`src/design/rcf_pkg.sv`:
```
// ----------------------------------------------------------------------------
// rcf_pkg
// Shared types and constants for the rectangle/circle fill engine.
// ----------------------------------------------------------------------------
`default_nettype none

package rcf_pkg;

  // default sizes, handed to the top level parameters
  localparam int MaxWidthDef  = 128;
  localparam int MaxHeightDef = 128;
  localparam int PixelBitsDef = 32;

  // fixed field widths
  localparam int CmdW   = 2;
  localparam int PosW   = 7;
  localparam int CoordW = 8;
  localparam int SqW    = 2 * CoordW;
  localparam int ColorW = 32;
  localparam int CntW   = 15;
  localparam int CfgW   = 8;
  localparam int CfgIdxW = 1;

  // command queue between front and back
  localparam int QDepth = 2;

  // reset values of the size registers
  localparam logic [CfgW-1:0] FrameWidthRst  = 8'd128;
  localparam logic [CfgW-1:0] FrameHeightRst = 8'd128;

  // configuration register indexes
  localparam logic [CfgIdxW-1:0] RegFrameWidth  = 1'b0;
  localparam logic [CfgIdxW-1:0] RegFrameHeight = 1'b1;

  // command codes
  localparam logic [CmdW-1:0] CmdFillRect = 2'd0;
  localparam logic [CmdW-1:0] CmdFillCirc = 2'd1;
  localparam logic [CmdW-1:0] CmdReadPix  = 2'd2;

  typedef enum logic [1:0] {
    KIND_RECT = 2'd0,
    KIND_CIRC = 2'd1,
    KIND_READ = 2'd2,
    KIND_NOP  = 2'd3
  } cmd_kind_e;

  typedef enum logic [2:0] {
    BK_CLEAR,
    BK_IDLE,
    BK_SCAN,
    BK_DRAIN,
    BK_READ,
    BK_RDWAIT,
    BK_DONE
  } back_state_e;

  // classified command: inclusive scan box plus what the scan needs
  typedef struct packed {
    cmd_kind_e          kind;
    logic               empty;
    logic [CoordW-1:0]  x0;
    logic [CoordW-1:0]  x1;
    logic [CoordW-1:0]  y0;
    logic [CoordW-1:0]  y1;
    logic [PosW-1:0]    cx;
    logic [PosW-1:0]    cy;
    logic [SqW-1:0]     r2;
    logic [CoordW-1:0]  stride;
    logic [ColorW-1:0]  color;
  } desc_t;

endpackage

`default_nettype wire

```
`src/design/rcf_queue.sv`:
```
// ----------------------------------------------------------------------------
// rcf_queue
// Small command FIFO between the front and the back end.
// ----------------------------------------------------------------------------
`default_nettype none

module rcf_queue (
  input  wire logic           clk_i,
  input  wire logic           rst_ni,
  input  wire logic           push_i,
  input  wire rcf_pkg::desc_t data_i,
  input  wire logic           pop_i,
  output rcf_pkg::desc_t      data_o,
  output logic                full_o,
  output logic                empty_o
);
  import rcf_pkg::*;

  localparam int PtrW = (QDepth > 1) ? $clog2(QDepth) : 1;
  localparam int CntQW = $clog2(QDepth + 1);

  desc_t             entry_q [QDepth];
  logic [PtrW-1:0]   wr_ptr_q, rd_ptr_q;
  logic [CntQW-1:0]  count_q;

  assign full_o  = count_q == CntQW'(QDepth);
  assign empty_o = count_q == '0;
  assign data_o  = entry_q[rd_ptr_q];

  always_ff @(posedge clk_i or negedge rst_ni) begin
    if (!rst_ni) begin
      wr_ptr_q <= '0;
      rd_ptr_q <= '0;
      count_q  <= '0;
    end else begin
      if (push_i) begin
        wr_ptr_q <= (wr_ptr_q == PtrW'(QDepth - 1)) ? '0 : wr_ptr_q + 1'b1;
      end
      if (pop_i) begin
        rd_ptr_q <= (rd_ptr_q == PtrW'(QDepth - 1)) ? '0 : rd_ptr_q + 1'b1;
      end
      if (push_i && !pop_i)      count_q <= count_q + 1'b1;
      else if (pop_i && !push_i) count_q <= count_q - 1'b1;
    end
  end

  always_ff @(posedge clk_i) begin
    if (push_i) begin
      entry_q[wr_ptr_q] <= data_i;
    end
  end

endmodule

`default_nettype wire

```
`config.mk`:
```
export PLATFORM = sky130hd
export DESIGN_NAME = rcf_queue
export DESIGN_NICKNAME = d
export VERILOG_FILES = /design/src/design/rcf_pkg.sv /design/src/design/rcf_queue.sv
export SDC_FILE = /design/constraint.sdc
export NUM_CORES = 1
export LEC_CHECK = 0
export BUFFER_PORTS_ARGS = -buffer_cell sky130_fd_sc_hd__buf_2
export CORE_ASPECT_RATIO = 1.2
export CORE_MARGIN = 1
export CORE_UTILIZATION = 56
export CTS_CLUSTER_SIZE = 28
export DETAILED_ROUTE_END_ITERATION = 7
export PLACE_DENSITY = 0.87
export SKIP_CTS_REPAIR_TIMING = 1
export SKIP_LAST_GASP = 1
export SLEW_MARGIN = 20
export SYNTH_ARGS = -nofsm -noshare
export SYNTH_HDL_FRONTEND = slang
export SYNTH_SLANG_ARGS = --single-unit
```
`constraint.sdc`:
```
create_clock -name clk_i -period 12.5 [get_ports clk_i]
set_input_delay 0 -clock clk_i [delete_from_list [all_inputs] [get_ports clk_i]]
set_output_delay 0 -clock clk_i [all_outputs]
set_load 0.05 [all_outputs]
```
======== Yosys cells after proc, flatten, opt, wreduce, memory -nomap -nowiden ========
Memories as Yosys holds them, arrays and structs flattened.
Index checks and enable logic that the tools add are counted.
storage, ports and cells
  RAM bits ................................ 210
  memory bits (read-only) ................. 0
  bits in latches ......................... 0
  memories kept ........................... 1
  logic and storage cells ................. 21
  flip-flop bits (word level) ............. 4
  output and inout port bits .............. 107
memories
  name     depth  bits a word  read ports  clocked after memory_dff  write ports  line             source
  entry_q  2      105          1           0                         1            rcf_queue.sv:22  desc_t entry_q [QDepth];
operators by class
  bitwise logic cells ..................... 0
  mux-type cells .......................... 6
  reduce and logical (&&, ||, !) cells .... 6
  div/mod/pow operators ................... 0
  $lt $le $gt $ge ......................... 0
  $mul .................................... 0
  shift operators ......................... 0
  add/sub/neg operators ................... 4
  equality and inequality tests ........... 1
operators by type and width
  operator                                           number
  2-to-1 mux 1 bit                                   4
  2-to-1 mux 2 bit                                   2
  adder 1 bit (second input constant)                2
  adder 2 x 1 -> 2 bit (second input constant)       1
  equality test 2 bit (second input constant)        1
  logical AND 1 bit                                  2
  zero test 1 bit                                    2
  zero test 2 bit                                    1
  nonzero test 2 bit                                 1
  subtractor 2 x 1 -> 2 bit (second input constant)  1

======== Longest topological paths before layout ========
  depth in word-level cells ............... 4
  depth in mapped cells ................... 5
  gate-level depth less buffers ........... 5

======== Least setup slack after synthesis ========
No wires, ideal clock.
  path kind ............................... reg-to-reg
  start point ............................. reg wr_ptr_q
  end point ............................... mem entry_q[0][0] in the netlist's numbering, enable pin
  stages on the path, launching flop included .. 2
  library setup time ...................... 0.582 ns
  path buffers ............................ 0
  slack ................................... 6.870 ns
  arrival ................................. 5.048 ns
  path through ............................ dfrtp_1 > nor2b_1
RTL lines
  what                      line             source
  start: declaration        rcf_queue.sv:23  logic [PtrW-1:0] wr_ptr_q, rd_ptr_q;
  start signal: assignment  rcf_queue.sv:37  wr_ptr_q <= (wr_ptr_q == PtrW'(QDepth - 1)) ? '0 : wr_ptr_q + 1'b1;
  end: declaration          rcf_queue.sv:22
Straight into the memory's write port.

==> summary.md <==
| Metric | Value |
|---|---|
| Clk sinks | 214 |
| Synthesized area per cell | 23.1 sq um |
| Post-layout nets | 792 |
| Ranking of synthesized cells by area | edfxtp_1 (80%), mux2_2 (9.2%), mux2_4 (7.6%) |
| Static leakage | 4.30 nW |
| Bufs on Longest Clock Path | 3 |
| DRT antenna net count | 0 |
| Commonest non-fill, non-tap cell in the layout | buf_2 |
| Routed WL per cell | 19.3 um |
| Switch share | 39.6% |
| CTS Root Cell | clkbuf_16 |
| WL final | 16,800 um |
| Outcome | finished, final reports clean |
| Area leader, netlist | edfxtp_1 |
| Flip-flop and latch count after synthesis | 214 |
| Largest net degree at the start of global routing | 72 |
| Fin crit period | 2.93 ns |
| Synth cell types | 13 |
| Mapped cell area | 0.00792 sq mm |
| Hold crit path type | input pin to flop |
| Port-buffer cells | 215 |
| Setup WS post-layout | 9.57 ns |
| Clock share of power | 22.4% |
| Slew Limit Headroom | 32.7% |
| Worst-margin pin slew | 1.01 ns |
| Layout cells sized above 1 | 50.9% |
| First-pass GRT wire length | 21,100 um |
| Sequential power share | 37.3% |
| Crit path max fanout | 71 |
| Fmax | 341 MHz |
| Critical path class | flop to primary output |
| Max VDD drop | 266 uV |
| RSZ-0062 raised after global routing | false |
| Final period util | 23.4% |
| Vias in the first global route | 4,166 |
| Arrival time worst endpoint | 2.93 ns |
| Crit path required time | 12.50 ns |
| Total gr overflow | 0 |
| CORE AREA | 0.0138 sq mm |
| Net count after synthesis | 453 |
| Post-synth top area share | 79.6% |
| Initial drt markers | 299 |
| Setup TNS | 0 ns |
| Rows | 47 |
| Die H | 132 um |
| Starting density of the core | 57.3% |
| Max-slew violations | 0 |
| IO Pins | 216 |
| Pre-CTS setup slack | 9.86 ns |
| Die width | 111 um |
| Number of vias per cell | 5.14 |
| Sequential area share after synthesis | 80.9% |
| Final hold viol count | 0 |
| Maximum Capacitance Violations | 0 |
| Area Overhead vs Synth | 38.0% |
| Placed Cells | 720 |
| GPL Wtd Cong | 0.695 |
| Initial antenna violation count | 1 |
| Comb pwr share | 40.3% |
| Die Footprint | 0.0146 sq mm |
| Drt drc | 0 |
| Clock Latency Late Sink | 0.47 ns |
| Final Setup Violations | 0 |
| Max Clock Skew | 0.00487 ns |
| CP startpoint kind | flop |
| CTS tree | done |
| Crit. End Element | primary output |
| Ys Warns | 0 |
| Total CTS buffers | 21 |
| Most frequent cells in the layout | buf_2 (215), edfxtp_1 (210), dlygate4sd3_1 (109) |
| P_int | 1.66 mW |
| Power Density | 251 mW/mm^2 |
| Post-route insts no fill | 867 |
| Syn Inst Count | 343 |
| Switching pwr | 1.09 mW |
| Vias | 4,457 |
| DRT Pass-1 Iters | 4 |
| H-Tree Level Count | 1 |
| Clock transition at the registers of the reported paths | 0.06 ns |
| GRT Overall Usage | 18.4% |
| DP HPWL | 8880 um |
==> area by class of cell <==
type / instances / area [sq um]
Tap cell: 171 / 214
Sequential cell: 214 / 6410
Antenna cell: 1 / 2.50
Inverter: 1 / 3.75
Timing Repair Buffer: 328 / 2210
Clock inverter: 12 / 130
Clock buffer: 24 / 537
Fill cell: 684 / 2890
Multi-Input combinational cell: 116 / 1430
==> cells by family (layout without fill, tap and decap cells) <==
| family | after synthesis | after routing | share of synthesized area, % |
|---|---|---|---|
| other cells | 0 | 1 | 0 |
| flops | 214 | 214 | 80.9 |
| fa+ha+maj | 1 | 1 | 0.158 |
| mux | 105 | 105 | 16.8 |
| xor+xnor | 5 | 5 | 0.553 |
| buf+inv | 13 | 365 | 1.28 |
| simple gates | 5 | 5 | 0.332 |
==> worst paths after layout <==
path | cells past startpoint | startpoint | endpoint | slack, ns
worst max-delay path | 3 | rd_ptr_q | data_o[82] | 9.57
worst min-delay path | 2 | data_i[76] | entry_q[1][76] | 0.25
worst max register to register | 2 | wr_ptr_q | entry_q[1][74] | 10.30
worst min register to register | 1 | count_q[1] | count_q[1] | 0.50
max in group asynchronous | 3 | rst_ni | rd_ptr_q | 11.88
min in group asynchronous | 3 | rst_ni | rd_ptr_q | 0.42
==> power groups by stage <==
| stage | Sequential, mW | Combinational (mW) | Clock [mW] |
|---|---|---|---|
| final | 1.02 | 1.11 | 0.614 |
| after global routing | 1.04 | 1.15 | 0.654 |
| after CTS | 1.02 | 1.07 | 0.619 |
| after detailed placement | 1.04 | 1.07 | 0 |
| after global placement | 1.02 | 1.06 | 0 |
| after floorplan | 1.01 | 0.907 | 0 |
==> cells in the mapped netlist <==
library cell / number
inv_1: 1
and2_1: 1
edfxtp_1: 210
mux2_4: 40
nor2_1: 2
xnor2_1: 1
buf_6: 6
xor2_1: 4
mux2_2: 65
nor2b_1: 2
ha_1: 1
dfrtp_1: 4
buf_2: 6
==> critical path: stages (launching register included) <==
cell	delay, ns
dfrtp_4	0.85
buf_4	0.90
mux2_2	0.44
buf_2	0.22
==> registers in the layout (all words and copies together), names as in the netlist <==
| signal | flops |
|---|---|
| wr_ptr_q | 1 |
| entry_q | 210 |
| count_q | 2 |
| rd_ptr_q | 1 |
==> routing by layer <==
layer  wire, um  share of wire, %  track usage [%]  vias to the layer above
met3        957               5.7             4.87                       39
met2       9280                55             32.8                      199
met5          0                 0                0                        -
met4        471               2.8             6.67                        0
li1           -                 -                -                     2036
met1       6050                36             21.4                     2183
==> per-stage QoR <==
step / hold WS [ns] / area [sq um] / total power [mW] / utilization [%]
final: 0.248 / 10900 / 2.74 / 79.1
after detailed placement: -0.190 / 9150 / 2.11 / 66.2
after CTS: -0.693 / 9820 / 2.71 / 71.0
after global routing: 0.239 / 10900 / 2.83 / 79.1
after floorplan: -0.296 / 7920 / 1.92 / -
after global placement: -0.193 / 9150 / 2.08 / 66.2
Power figures use the tool's default switching activity.
