<file path="config.mk">
export PLATFORM = sky130hd
export DESIGN_NAME = rcf_front
export DESIGN_NICKNAME = d
export VERILOG_FILES = /design/src/design/rcf_pkg.sv /design/src/design/rcf_front.sv
export SDC_FILE = /design/constraint.sdc
export NUM_CORES = 1
export LEC_CHECK = 0
export BUFFER_PORTS_ARGS = -buffer_cell sky130_fd_sc_hd__buf_4
export CAP_MARGIN = 20
export CORE_ASPECT_RATIO = 0.7
export CORE_UTILIZATION = 31
export DETAILED_ROUTE_END_ITERATION = 10
export GPL_TIMING_DRIVEN = 0
export PLACE_DENSITY = 0.57
export SYNTH_ARGS = -nofsm -noshare
export SYNTH_HDL_FRONTEND = slang
export SYNTH_SLANG_ARGS = --single-unit
</file>
<file path="constraint.sdc">
create_clock -name clk_i -period 6.1 [get_ports clk_i]
set_input_delay 0.305 -clock clk_i [delete_from_list [all_inputs] [get_ports clk_i]]
set_output_delay 0.305 -clock clk_i [all_outputs]
set_load 0.01 [all_outputs]
</file>
<file path="src/design/rcf_pkg.sv">
// ----------------------------------------------------------------------------
// rcf_pkg
// Shared types and constants for the rectangle/circle fill engine.
// ----------------------------------------------------------------------------
`default_nettype none

package rcf_pkg;

  // default sizes, handed to the top level parameters
  localparam int MaxWidthDef  = 128;
  localparam int MaxHeightDef = 128;
  localparam int PixelBitsDef = 32;

  // fixed field widths
  localparam int CmdW   = 2;
  localparam int PosW   = 7;
  localparam int CoordW = 8;
  localparam int SqW    = 2 * CoordW;
  localparam int ColorW = 32;
  localparam int CntW   = 15;
  localparam int CfgW   = 8;
  localparam int CfgIdxW = 1;

  // command queue between front and back
  localparam int QDepth = 2;

  // reset values of the size registers
  localparam logic [CfgW-1:0] FrameWidthRst  = 8'd128;
  localparam logic [CfgW-1:0] FrameHeightRst = 8'd128;

  // configuration register indexes
  localparam logic [CfgIdxW-1:0] RegFrameWidth  = 1'b0;
  localparam logic [CfgIdxW-1:0] RegFrameHeight = 1'b1;

  // command codes
  localparam logic [CmdW-1:0] CmdFillRect = 2'd0;
  localparam logic [CmdW-1:0] CmdFillCirc = 2'd1;
  localparam logic [CmdW-1:0] CmdReadPix  = 2'd2;

  typedef enum logic [1:0] {
    KIND_RECT = 2'd0,
    KIND_CIRC = 2'd1,
    KIND_READ = 2'd2,
    KIND_NOP  = 2'd3
  } cmd_kind_e;

  typedef enum logic [2:0] {
    BK_CLEAR,
    BK_IDLE,
    BK_SCAN,
    BK_DRAIN,
    BK_READ,
    BK_RDWAIT,
    BK_DONE
  } back_state_e;

  // classified command: inclusive scan box plus what the scan needs
  typedef struct packed {
    cmd_kind_e          kind;
    logic               empty;
    logic [CoordW-1:0]  x0;
    logic [CoordW-1:0]  x1;
    logic [CoordW-1:0]  y0;
    logic [CoordW-1:0]  y1;
    logic [PosW-1:0]    cx;
    logic [PosW-1:0]    cy;
    logic [SqW-1:0]     r2;
    logic [CoordW-1:0]  stride;
    logic [ColorW-1:0]  color;
  } desc_t;

endpackage

`default_nettype wire

</file>
<file path="src/design/rcf_front.sv">
// ----------------------------------------------------------------------------
// rcf_front
// Takes commands, holds the frame size registers and turns each command
// into a clamped, inclusive scan box for the back end.
// ----------------------------------------------------------------------------
`default_nettype none

module rcf_front #(
  parameter int MAX_WIDTH  = rcf_pkg::MaxWidthDef,
  parameter int MAX_HEIGHT = rcf_pkg::MaxHeightDef
) (
  input  wire logic                        clk_i,
  input  wire logic                        rst_ni,
  input  wire logic                        cfg_we_i,
  input  wire logic [rcf_pkg::CfgIdxW-1:0] cfg_idx_i,
  input  wire logic [rcf_pkg::CfgW-1:0]    cfg_wdata_i,
  input  wire logic                        start_i,
  input  wire logic [rcf_pkg::CmdW-1:0]    command_i,
  input  wire logic [rcf_pkg::PosW-1:0]    x_a_i,
  input  wire logic [rcf_pkg::PosW-1:0]    y_a_i,
  input  wire logic [rcf_pkg::CoordW-1:0]  x_b_i,
  input  wire logic [rcf_pkg::CoordW-1:0]  y_b_i,
  input  wire logic [rcf_pkg::CoordW-1:0]  radius_i,
  input  wire logic [rcf_pkg::ColorW-1:0]  color_i,
  input  wire logic                        q_full_i,
  input  wire logic                        clearing_i,
  output logic                             busy_o,
  output logic                             push_o,
  output rcf_pkg::desc_t                   desc_o
);
  import rcf_pkg::*;

  localparam int WCap = (MAX_WIDTH > 255) ? 255 : MAX_WIDTH;
  localparam int HCap = (MAX_HEIGHT > 255) ? 255 : MAX_HEIGHT;

  logic [CfgW-1:0] frame_width_q, frame_height_q;
  logic [CoordW-1:0] w_act, h_act, w_m1, h_m1;
  logic [CoordW-1:0] xa_e, ya_e;
  logic [CoordW-1:0] xb_c, yb_c;
  logic [CoordW-1:0] c_x0, c_y0, c_x1, c_y1;
  logic [CoordW:0]   c_xs, c_ys;
  logic              r_empty, c_empty, rd_empty;

  always_ff @(posedge clk_i or negedge rst_ni) begin
    if (!rst_ni) begin
      frame_width_q  <= FrameWidthRst;
      frame_height_q <= FrameHeightRst;
    end else if (cfg_we_i) begin
      case (cfg_idx_i)
        RegFrameWidth:  frame_width_q  <= cfg_wdata_i;
        RegFrameHeight: frame_height_q <= cfg_wdata_i;
        default: ;
      endcase
    end
  end

  assign busy_o = q_full_i || clearing_i;
  assign push_o = start_i && !busy_o;

  // size registers saturated to the supported range
  always_comb begin
    if (frame_width_q == '0)                w_act = 8'd1;
    else if (frame_width_q > CoordW'(WCap)) w_act = CoordW'(WCap);
    else                                    w_act = frame_width_q;
    if (frame_height_q == '0)                h_act = 8'd1;
    else if (frame_height_q > CoordW'(HCap)) h_act = CoordW'(HCap);
    else                                     h_act = frame_height_q;
  end

  assign w_m1 = w_act - 8'd1;
  assign h_m1 = h_act - 8'd1;
  assign xa_e = {1'b0, x_a_i};
  assign ya_e = {1'b0, y_a_i};

  // rectangle: half-open edges cut at the frame
  assign xb_c    = (x_b_i > w_act) ? w_act : x_b_i;
  assign yb_c    = (y_b_i > h_act) ? h_act : y_b_i;
  assign r_empty = (xa_e >= xb_c) || (ya_e >= yb_c);

  // circle: bounding box clamped at 0 and at size-1
  assign c_x0    = (xa_e > radius_i) ? xa_e - radius_i : '0;
  assign c_y0    = (ya_e > radius_i) ? ya_e - radius_i : '0;
  assign c_xs    = {1'b0, xa_e} + {1'b0, radius_i};
  assign c_ys    = {1'b0, ya_e} + {1'b0, radius_i};
  assign c_x1    = (c_xs > {1'b0, w_m1}) ? w_m1 : c_xs[CoordW-1:0];
  assign c_y1    = (c_ys > {1'b0, h_m1}) ? h_m1 : c_ys[CoordW-1:0];
  assign c_empty = (c_x0 > c_x1) || (c_y0 > c_y1);

  assign rd_empty = (xa_e >= w_act) || (ya_e >= h_act);

  always_comb begin
    desc_o        = '0;
    desc_o.kind   = KIND_NOP;
    desc_o.empty  = 1'b1;
    desc_o.cx     = x_a_i;
    desc_o.cy     = y_a_i;
    desc_o.r2     = radius_i * radius_i;
    desc_o.stride = w_act;
    desc_o.color  = color_i;
    case (command_i)
      CmdFillRect: begin
        desc_o.kind  = KIND_RECT;
        desc_o.empty = r_empty;
        desc_o.x0    = xa_e;
        desc_o.x1    = xb_c - 8'd1;
        desc_o.y0    = ya_e;
        desc_o.y1    = yb_c - 8'd1;
      end
      CmdFillCirc: begin
        desc_o.kind  = KIND_CIRC;
        desc_o.empty = c_empty;
        desc_o.x0    = c_x0;
        desc_o.x1    = c_x1;
        desc_o.y0    = c_y0;
        desc_o.y1    = c_y1;
      end
      CmdReadPix: begin
        desc_o.kind  = KIND_READ;
        desc_o.empty = rd_empty;
        desc_o.x0    = xa_e;
        desc_o.x1    = xa_e;
        desc_o.y0    = ya_e;
        desc_o.y1    = ya_e;
      end
      default: ;
    endcase
  end

endmodule

`default_nettype wire

</file>
======== Yosys cells after proc, flatten, opt, wreduce, memory -nomap -nowiden ========
Cells that the tools add are included.
cells by class
  add/sub/neg operators ................... 8
  multipliers ............................. 1
  divide/modulo/power cells ............... 0
  $lt $le $gt $ge ......................... 14
  equality and inequality tests ........... 2
  shifts and indexed selects .............. 0
  muxes and demuxes ....................... 11
  bitwise gates (word level) .............. 1
  reduce and logical (&&, ||, !) cells .... 11
operator list
  cell                                                                   count
  35-bit one-hot mux with 3 select lines                                 1
  8-bit two-way mux                                                      10
  7-bit by 8-bit >= comparator with 1-bit output                         4
  8-bit greater-than comparator                                          4
  8-bit by 1-bit subtractor with 8-bit output, second input constant     4
  7-bit by 8-bit adder with 9-bit output                                 2
  9-bit by 8-bit greater-than comparator with 1-bit output               2
  7-bit by 8-bit greater-than comparator with 1-bit output               2
  8-bit greater-than comparator, second input constant                   2
  8-bit zero test                                                        2
  8-bit by 8-bit multiplier with 16-bit output                           1
  7-bit by 8-bit subtractor with 8-bit output                            2
  1-bit logical OR                                                       4
  2-bit AND reduction                                                    2
  2-bit by 1-bit equality test with 1-bit output, second input constant  1
  2-bit equality test, second input constant                             1
  2-bit zero test                                                        1
  1-bit logical AND                                                      1
  1-bit zero test                                                        1
  1-bit inverter                                                         1
word-level totals
  register bits after elaboration ......... 16
  latch bits .............................. 0
  RAM bits ................................ 0
  ROM bits ................................ 0
  input bits .............................. 87
  logic and storage cells ................. 50
  memories ................................ 0

======== Longest topological paths before layout ========
  word-level depth ........................ 9
  mapped depth ............................ 25
  depth with buffers taken out ............ 23

======== Worst setup path after synthesis ========
No wires, ideal clock.
  kind .................................... input to output
  from .................................... input radius_i[7] (netlist bit)
  to ...................................... output desc_o[54] (netlist bit)
  data arrival time ....................... 4.307 ns
  slack ................................... 1.488 ns
  stages .................................. 14
  buffers on the path ..................... 2
  path through ............................ clkbuf_1 > clkbuf_1 > and2_1 > fa_1 > fa_1 > fa_1 > fa_1 > ha_1 > or3_1 > o221ai_1 > a21oi_1 > a21o_1 > a21oi_1 > xnor2_1
RTL lines
  what                line             RTL
  start: declaration  rcf_front.sv:23  input wire logic [rcf_pkg::CoordW-1:0] radius_i,
  end: declaration    rcf_front.sv:29  output rcf_pkg::desc_t desc_o

==> impl_metrics.yaml <==
yosys:
  synthMuxAreaShare_pct: 6.27
  synthCells: 882
  synthSimpleGateAreaFrac_pct: 16.2
  synthXorXnorAreaFrac_pct: 6.02
  synth_fa_ha_area_share_pct: 33.0
  async_flop_share_pct: 100
  netlist_area_um2: 6980
  synth_common_cells: "ha_1 (138), inv_1 (79), nor2_1 (69), a21oi_1 (60), nand2_1 (56)"
  synth_compound_area_share_pct: 20.8
  yosysUniqueCellTypes: 69
  synth_ff_type: "dfrtp_1"
  ys_top_cells_by_area: "ha_1 (25%), fa_1 (8.3%), buf_4 (5.3%)"
  netlist.area_leader.share_pct: 24.7
  synth.most_common_cell: "ha_1"
  synth_edf_count: 0
  synth.yosys.warnings: 0
  avgSynthCellArea_um2: 7.92
  synth_top_family_by_area: "adder cells"
  yosys_register_bits: 16
  yosysTopAreaCell: "ha_1"
  synth-seq-area-share_pct: 5.77
global_routing:
  grt_max_degree: 17
  antenna_found_initial: 1
  grt_pass1_vias: 6452
  grt_util_all_layers_pct: 19.0
  grt_first_pass_wirelength_um: 35200
  overflow: 0
timing:
  min_period_ns: 5.66
  fin_skew_ns: 0
  rsz0062_at_grt: "false"
  final_max_slew_viol_count: 0
  period_share_pct: 92.8
  tightestPinTransition_ns: 0.774
  tns_ns: 0
  setup_violations: 0
  max_slew_margin_pct: 48.2
  max_freq_mhz: 177
  hold_viol_final: 0
cts:
  cts-htree-levels: 1
  clockBufferDepth: 2
  cts_tree: "yes"
  clock_latency_ns: 0.24
  cts_sinks: 16
  path_clk_slew_ns: 0.05
  cts_buffers: 3
  cts_root_buf: "clkbuf_16"
  post_cts_buffers: 0
route:
  viasPerCell: 5.12
  drc: 0
  routed_wl_um: 22200
  postRouteAntennaNets: 0
  drt-initial-drc-count: 418
  dr.pass1.iters: 5
  wire_per_inst_um: 16.7
  vias: 6799
floorplan:
  core_um2: 21900
  die_area_um2: 23100
  pin_count: 194
  initial_core_util_pct: 31.9
  die_w_um: 181
  fp.dieH_um: 128
  rows: 45
run_status:
  status: "finished clean"
cells_and_area:
  syn_to_final_growth_pct: 23.7
  multiInputGateArea_um2: 5780
  regArea_um2: 403
  antennaDiodeCount: 0
  final_nets: 1301
  post-route-util_pct: 39.4
  drive_gt1_share_pct: 25.9
  num-fill-cells: 2282
pwr:
  leakagePower_nw: 4.33
  power_density_nw_per_um2: 215
  max-vdd-ir-drop_mv: 0.124
critical_path:
  crit_type: "reg2out"
  worst_setup_path_start_kind: "register"
  regToRegSetupSlack_ns: 4.73
  crit_path_max_fanout: 10
  end_kind: "primary output"
  arrival_ns: 5.35
  cp.required_ns: 5.79
placement:
  finalWeightedCongestion: 0.927
  dp_hpwl_um: 18800
  io_buffers: 159
flow_run:
  cap_violations: 0
worst_hold_path:
  min_path_type: "in2reg"
==> cells by family (layout without fill, tap and decap cells) <==
logic type,Yosys count,after routing
simple gates,231,231
compound gates,216,216
fa+ha+maj,167,167
buf+inv,161,323
xor+xnor,48,48
mux,41,41
flops,16,16
other cells,2,3
==> sequential cells by signal, indices dropped and copies added, names as in the netlist <==
| name | flops |
|---|---|
| frame_height_q | 8 |
| frame_width_q | 8 |
==> repair_timing <==
action	4_1_cts	5_1_grt
endpoints found under the setup margin	0	1
endpoints found under the hold margin	14	0
hold buffers	1	0
resized for setup	0	7
==> worst max-delay path, cell delays in order, from the launching register on <==
cell	delay, ns
dfstp_2	0.51
buf_2	0.23
clkinv_1	0.30
nand2_1	0.27
ha_1	0.31
xor2_1	0.21
inv_1	0.07
ha_1	0.31
a211oi_2	0.21
o221ai_1	0.20
a221oi_2	0.28
o22ai_2	0.19
buf_6	0.19
o21ai_0	0.24
ha_1	0.30
nor2b_1	0.14
o211ai_1	0.17
a21oi_1	0.09
o22ai_1	0.22
o21ai_0	0.17
o211ai_1	0.19
o311ai_1	0.15
buf_4	0.18
==> layout make-up <==
| class | instances | share of cell area, % |
|---|---|---|
| repair buffers | 160 | 13.9 |
| well taps | 282 | 4.09 |
| plain buffers | 78 | 5.91 |
| flip-flops and latches | 16 | 4.66 |
| clock buffers | 3 | 0.869 |
| multi-input cells | 706 | 67.0 |
| inverters | 82 | 3.56 |
==> final timing paths <==
| kind | start | endpoint | cells after the start |
|---|---|---|---|
| hold reg to reg | frame_height_q[0]$_DFFE_PN0P_ | frame_height_q[0]$_DFFE_PN0P_ | 1 |
| setup reg to reg | frame_width_q[7]$_DFFE_PN1P_ | frame_width_q[7]$_DFFE_PN1P_ | 3 |
| min in group asynchronous | rst_ni | frame_height_q[2]$_DFFE_PN0P_ | 2 |
| hold / removal | cfg_wdata_i[6] | frame_width_q[6]$_DFFE_PN0P_ | 3 |
| max in group asynchronous | rst_ni | frame_height_q[7]$_DFFE_PN1P_ | 2 |
| setup / recovery | frame_width_q[7]$_DFFE_PN1P_ | desc_o[102] | 22 |
==> cells in the final DEF, fill, tap and decap left out, drive strengths merged, types with 12 or more instances in the layout <==
| cell | count |
|---|---|
| mux2 | 22 |
| a21oi | 60 |
| nand2 | 56 |
| xor2 | 14 |
| nor2 | 69 |
| mux2i | 19 |
| inv | 80 |
| clkbuf | 19 |
| o21ai | 50 |
| and2 | 16 |
| buf | 221 |
| a211oi | 12 |
| nand4 | 13 |
| xnor2 | 34 |
| fa | 29 |
| nor2b | 16 |
| nor3 | 14 |
| nand2b | 15 |
| ha | 138 |
| a21o | 18 |
| dfrtp | 14 |
==> report_power, final <==
| group | leakage [nW] | internal [mW] | switching [mW] |
|---|---|---|---|
| clock network | 0.0370 | 0.0858 | 0.0374 |
| registers | 0.186 | 0.123 | 0.0192 |
| logic | 4.11 | 0.722 | 0.872 |
==> layer usage <==
metal	share of wire [%]	wire (um)	global-route usage, %
met1	53	11900	29.9
met3	4.7	1040	1.23
met5	0	0	0
met2	42	9260	29.3
met4	0.18	40	0.897
==> stage by stage <==
step | instances | instance area (um^2) | hold WS (ns) | setup slack (ns) | total power [mW]
2_1_floorplan | 883 | 6990 | 0.00941 | 1.49 | 1.20
3_3_place_gp | 1324 | 8530 | 0.174 | 0.382 | 1.70
3_5_place_dp | 1324 | 8530 | 0.173 | 0.392 | 1.72
4_1_cts | 1328 | 8620 | 0.294 | 0.133 | 1.85
5_1_grt | 1327 | 8640 | 0.308 | 0.0425 | 2.06
6_report | 1327 | 8640 | 0.295 | 0.440 | 1.86
Power figures use the tool's default switching activity.
